===== src/hdl/mtdl_pkg.sv =====
// Shared constants and controller/datapath interface types of the delay line.
// No dependencies.
package mtdl_pkg;

    localparam int DEPTH_FRAMES = 32768;
    localparam int NUM_TAPS     = 4;
    localparam int MAX_CHANNELS = 2;

    localparam int STORE_DEPTH = DEPTH_FRAMES * MAX_CHANNELS;
    localparam int ADDR_W      = $clog2(STORE_DEPTH);
    localparam int FRAME_W     = $clog2(DEPTH_FRAMES);
    localparam int CH_W        = (MAX_CHANNELS > 1) ? $clog2(MAX_CHANNELS) : 1;
    localparam int TAP_IDX_W   = (NUM_TAPS > 1) ? $clog2(NUM_TAPS) : 1;

    localparam int SAMPLE_W       = 16;
    localparam int GAIN_W         = 16;
    localparam int DELAY_W        = 16;
    localparam int TAP_W          = 33;
    localparam int TAP_ACTIVE_BIT = 32;
    localparam int CNT_W          = 2;
    localparam int FRAC_W         = 14;
    localparam int PROD_W         = SAMPLE_W + GAIN_W;
    localparam int ACC_W          = SAMPLE_W + GAIN_W + $clog2(NUM_TAPS + 1);
    localparam int ROUND_BIAS     = 1 << (FRAC_W - 1);

    localparam int CFG_IDX_W         = $clog2(NUM_TAPS + 2);
    localparam int REG_CHANNEL_COUNT = NUM_TAPS;

    typedef struct packed {
        logic                 clr_write;
        logic                 capture;
        logic                 store_write;
        logic                 tap_read;
        logic                 load_out;
        logic [TAP_IDX_W-1:0] tap_sel;
    } dp_cmd_t;

    typedef struct packed {
        logic clr_last;
        logic out_free;
    } dp_stat_t;

endpackage


===== src/hdl/mtdl_ctrl.sv =====
// Sequencer of the delay line: clear sweep, store write, tap reads, result load.
// Depends on mtdl_pkg.
module mtdl_ctrl (
    input  logic               aclk,
    input  logic               aresetn,
    input  logic               s_tvalid,
    output logic               s_tready,
    input  mtdl_pkg::dp_stat_t stat,
    output mtdl_pkg::dp_cmd_t  cmd
);

    typedef enum logic [5:0] {
        ST_CLEAR = 6'b000001,
        ST_IDLE  = 6'b000010,
        ST_WRITE = 6'b000100,
        ST_READ  = 6'b001000,
        ST_DRAIN = 6'b010000,
        ST_DONE  = 6'b100000
    } state_t;

    state_t                         state_reg, state_next;
    logic [mtdl_pkg::TAP_IDX_W-1:0] tap_cnt_reg, tap_cnt_next;
    logic                           drain_cnt_reg, drain_cnt_next;

    always_ff @(posedge aclk) begin
        if (!aresetn) begin
            state_reg     <= ST_CLEAR;
            tap_cnt_reg   <= '0;
            drain_cnt_reg <= 1'b0;
        end else begin
            state_reg     <= state_next;
            tap_cnt_reg   <= tap_cnt_next;
            drain_cnt_reg <= drain_cnt_next;
        end
    end

    always_comb begin
        state_next      = state_reg;
        tap_cnt_next    = tap_cnt_reg;
        drain_cnt_next  = drain_cnt_reg;
        s_tready        = 1'b0;
        cmd             = '0;
        cmd.tap_sel     = tap_cnt_reg;
        case (state_reg)
            ST_CLEAR: begin
                cmd.clr_write = 1'b1;
                if (stat.clr_last) begin
                    state_next = ST_IDLE;
                end
            end
            ST_IDLE: begin
                s_tready = 1'b1;
                if (s_tvalid) begin
                    cmd.capture = 1'b1;
                    state_next  = ST_WRITE;
                end
            end
            ST_WRITE: begin
                cmd.store_write = 1'b1;
                tap_cnt_next    = '0;
                state_next      = ST_READ;
            end
            ST_READ: begin
                cmd.tap_read = 1'b1;
                if (tap_cnt_reg == mtdl_pkg::TAP_IDX_W'(mtdl_pkg::NUM_TAPS - 1)) begin
                    drain_cnt_next = 1'b0;
                    state_next     = ST_DRAIN;
                end else begin
                    tap_cnt_next = tap_cnt_reg + 1'b1;
                end
            end
            ST_DRAIN: begin
                drain_cnt_next = 1'b1;
                if (drain_cnt_reg) begin
                    state_next = ST_DONE;
                end
            end
            ST_DONE: begin
                if (stat.out_free) begin
                    cmd.load_out = 1'b1;
                    state_next   = ST_IDLE;
                end
            end
            default: begin
                state_next = ST_CLEAR;
            end
        endcase
    end

endmodule


===== config.mk =====
export PLATFORM = sky130hd
export DESIGN_NAME = mtdl_ctrl
export DESIGN_NICKNAME = d
export VERILOG_FILES = /design/src/hdl/mtdl_pkg.sv /design/src/hdl/mtdl_ctrl.sv
export SDC_FILE = /design/constraint.sdc
export NUM_CORES = 1
export LEC_CHECK = 0
export BUFFER_PORTS_ARGS = -buffer_cell sky130_fd_sc_hd__buf_2
export CORE_AREA = 2 2 39 41
export CTS_BUF_LIST = sky130_fd_sc_hd__clkbuf_8
export DETAILED_ROUTE_END_ITERATION = 8
export DIE_AREA = 0 0 41 43
export GPL_TIMING_DRIVEN = 0
export SYNTH_ARGS = -nofsm -noshare
export SYNTH_HDL_FRONTEND = slang
export SYNTH_SLANG_ARGS = --single-unit

===== constraint.sdc =====
create_clock -name aclk -period 5 [get_ports aclk]
set_clock_uncertainty 0.15 [all_clocks]
set_input_delay 0.5 -clock aclk [delete_from_list [all_inputs] [get_ports aclk]]
set_output_delay 0.5 -clock aclk [all_outputs]
set_load 0.05 [all_outputs]

After elaboration in Yosys (flattened, before gate mapping)
Index checks and enable logic that the tools add are counted.
{"block": "op_classes", "reduce_logical": 5, "eq_ne": 13, "addsub": 1, "mux": 18}
{"op": "one-hot mux 6 bit (6 select lines)", "count": 1}
{"op": "2-to-1 mux 6 bit", "count": 5}
{"op": "!= test 2 bit, second input constant", "count": 6}
{"op": "2-to-1 mux 1 bit", "count": 9}
{"op": "equality test 6 x 1 -> 1 bit, second input constant", "count": 1}
{"op": "equality test 6 x 2 -> 1 bit, second input constant", "count": 1}
{"op": "equality test 6 x 3 -> 1 bit, second input constant", "count": 1}
{"op": "equality test 6 x 4 -> 1 bit, second input constant", "count": 1}
{"op": "equality test 6 x 5 -> 1 bit, second input constant", "count": 1}
{"op": "equality test 6 bit, second input constant", "count": 1}
{"op": "AND reduction 5 bit", "count": 1}
{"op": "one-hot mux 2 bit (2 select lines)", "count": 1}
{"op": "AND reduction 2 bit", "count": 2}
{"op": "nonzero test 2 bit", "count": 2}
{"op": "adder 2 x 1 -> 2 bit, second input constant", "count": 1}
{"op": "equality test 2 bit, second input constant", "count": 1}
{"op": "2-to-1 mux 2 bit", "count": 1}
{"op": "one-hot mux 1 bit (2 select lines)", "count": 1}
{"block": "word_totals", "reg_bits": 9, "in_bits": 5, "wordCells": 40, "output_inout_bits": 8}

Depth between registers and ports, before layout
{"block": "logic_depth", "depth_word": 3, "depth_mapped": 5, "depth_no_buf": 5}

Worst setup path before layout
Ideal clock, no wire load.
{"block": "synth_timing", "path_kind": "register -> output", "start": "register state_reg[3]", "end": "output port cmd[5] (netlist bit)", "setup_slack_ns": 2.205, "required_time_ns": 4.350, "n_path_buf": 1, "stages_incl_launch_ff": 6, "arrival_time_ns": 2.145, "path_cell_list": "dfxtp_1 buf_6 or4_4 nor3b_2 nand2_1 inv_1"}
{"item": "from (decl)", "line_no": "mtdl_ctrl.sv:21", "source": "state_t state_reg, state_next;"}
{"item": "from (signal assigned)", "line_no": "mtdl_ctrl.sv:31", "source": "state_reg <= state_next;"}
{"item": "to (decl)", "line_no": "mtdl_ctrl.sv:9", "source": "output mtdl_pkg::dp_cmd_t cmd"}

==> results.toml <==
[finish]
drive_gt1_frac = 0.278
final_cell_mix = "12 x buf_2, 9 x dfxtp_1, 7 x nand2_1"
final_common_cell = "buf_2"
n_antenna_cell = 0
design_area_um2 = 674
area_growth_pct = 22.8
largest_reg_flops = 6
nets = 86
final_cell_count_no_fill = 95

[global_route]
antenna_found_initial = 0
first_global_vias = 421
grt_max_degree = 10
grt.overflow.total = 0
grt_pass1_wl_um = 1810
grt_usage = 0.155

[floorplan]
start_util = 0.397
fp-row-count = 14
core_um2 = 1380
die_area_um2 = 1760
fp.dieH_um = 43
ioPinCount = 13
dieWidth_um = 41

[worst_setup_path]
worstSetupPathType = "reg -> out"
rr_startpoint = "state_reg[3]$_SDFFE_PN0P_"
rr_endpoint = "tap_cnt_reg[0]$_SDFFE_PN0P_"
crit_path_end_kind = "output pin"
slowest_stage = "or4_4"
max_stage_delay_ps = 510
critPathRequiredTime_ps = 4350
r2r_cells = 5
crit_chain = "buf_6, or4_4, nor3b_4, buf_4, buf_2"
crit_fanout = 9
crit_arrival_ps = 1800
worst-r2r-setup-slack_ps = 3270
start_kind = "register"

[detailed_routing]
dr.first_iter.drc_count = 8
post_drt_wl_per_cell_um = 11.2
via_per_inst = 5.07
postRouteAntennaNets = 0
route.detailed.drc = 0
drt-total-wl_um = 1060
dr.pass1.iters = 3
routed-via-count = 482

[clocking]
root_buffer = "clkbuf_8"
postCtsSetupBuffers = 0
htreeDepth = 1
clock_latency_ps = 230
cts_hold_buffers = 0
cts_tree = "done"
cts_made_buffers = 3
clock_sinks = 9
cts-resized-gates = 0
clk_path_buf_depth = 2
clkSlewWorstSetupHoldPaths_ps = 50

[timing]
hold_viol_final = 0
period_needed_ps = 2450
worst_pin_slew_ps = 614
relSlewSlack = 0.587
setup_viol = 0
setup_tns_ps = 0
max_freq_ghz = 0.407
rsz0062_at_grt = "no"
period_share = 0.491
finalMaxSlewViolations = 0

[place]
gp_congestion = 0.708
place_area_um2 = 629
dp_hpwl_um = 801
numPortBuffers = 12
post-place-cells = 91

[job]
maxCapViolCount = 0

[min_path]
min_path_cells = 2
worstHoldEndpoint = "drain_cnt_reg$_SDFFE_PN0P_"
min_from = "drain_cnt_reg$_SDFFE_PN0P_"
hp-class = "reg -> reg"

[synthesis]
syn_area_per_cell_um2 = 8.72
yosys_warnings = 0
syn-cell-area_um2 = 549
synthFlopType = "dfxtp_1"
ys_ff_latch = 9
syn_nets = 69
synth_edf_count = 0
synth_seq_area_share = 0.328
synthCells = 63
yosysUniqueCellTypes = 33
async_flop_share = 0

[power_and_ir_drop]
powerDensity_nw_per_um2 = 278
ir_worst_vdd_uv = 136
cellLeakagePower_uw = 0.000302

[status]
outcome = "complete, no violations"
[cells by family after synthesis]
kind of cell,share of synthesized area
flip-flops,0.328
adder cells (fa/ha/maj),0.0228
AND/OR/NAND/NOR,0.446
AO/OA/AOI/OAI,0.139
buffers and inverters,0.0478
XOR/XNOR,0.0159
[Yosys cell counts (2+ instances only)]
master / instances / area share
dfxtp_1: 9 / 0.33
nand2_1: 7 / 0.048
nor3b_1: 5 / 0.068
and2_1: 4 / 0.046
o21ai_0: 4 / 0.036
nand3b_1: 3 / 0.041
a21oi_1: 2 / 0.018
inv_1: 2 / 0.014
nand3_1: 2 / 0.018
nor2b_1: 2 / 0.023
[power by group]
part | total [uW] | switching [uW] | internal [uW] | leakage [uW]
sequential | 77.5 | 3.64 | 73.9 | 0.0000730
combinational | 26.7 | 16.4 | 10.3 | 0.000202
clock | 83.1 | 29.5 | 53.5 | 0.0000269
total | 187 | 49.6 | 138 | 0.000302
[worst max path at each step]
stage,cells past startpoint,endpoint,from,slack [ps]
after detailed placement,5,cmd[4],state_reg[3]$_SDFFE_PN0P_,2800
after CTS,5,cmd[4],state_reg[3]$_SDFFE_PN0P_,2540
final,5,cmd[4],state_reg[3]$_SDFFE_PN0P_,2550
after global placement,5,cmd[4],state_reg[3]$_SDFFE_PN0P_,2790
after global routing,4,cmd[4],state_reg[0]$_SDFFE_PN1P_,2470
after floorplan,5,cmd[5],state_reg[3]$_SDFFE_PN0P_,2210
[critical path: cells and delay by family, from the launching register on]
kind / cells / cell delay [ps]
AND/OR/NAND/NOR: 2 / 760
flip-flops: 1 / 300
buffers and inverters: 3 / 510
[per-stage QoR]
step | setup slack, ps | hold slack, ps | power (uW) | utilization
finish | 2550 | 363 | 187 | 0.487
global route | 2470 | 384 | 197 | 0.487
CTS | 2540 | 368 | 190 | 0.487
detailed placement | 2800 | 361 | 106 | 0.455
global placement | 2790 | 345 | 106 | 0.455
floorplan | 2210 | 320 | 98.6 | -
[per-layer routing]
layer | wire, um | share of wire | up-vias | track usage
met5 | 0 | 0 | - | 0
met4 | 13 | 0.012 | 0 | 0.0800
met3 | 66 | 0.062 | 2 | 0.0628
met2 | 464 | 0.44 | 11 | 0.203
met1 | 518 | 0.49 | 212 | 0.212
li1 | - | - | 257 | -
[cell type report]
type	instances	area [um^2]
Tap cell	16	20.0
Clock inverter	1	3.75
Clock buffer	3	41.3
Multi-Input combinational cell	50	343
Buffer	2	18.8
Sequential cell	9	180
Timing Repair Buffer	12	60.1
Fill cell	145	709
Inverter	2	7.51
Note: power is estimated with default switching activity, not from simulation.
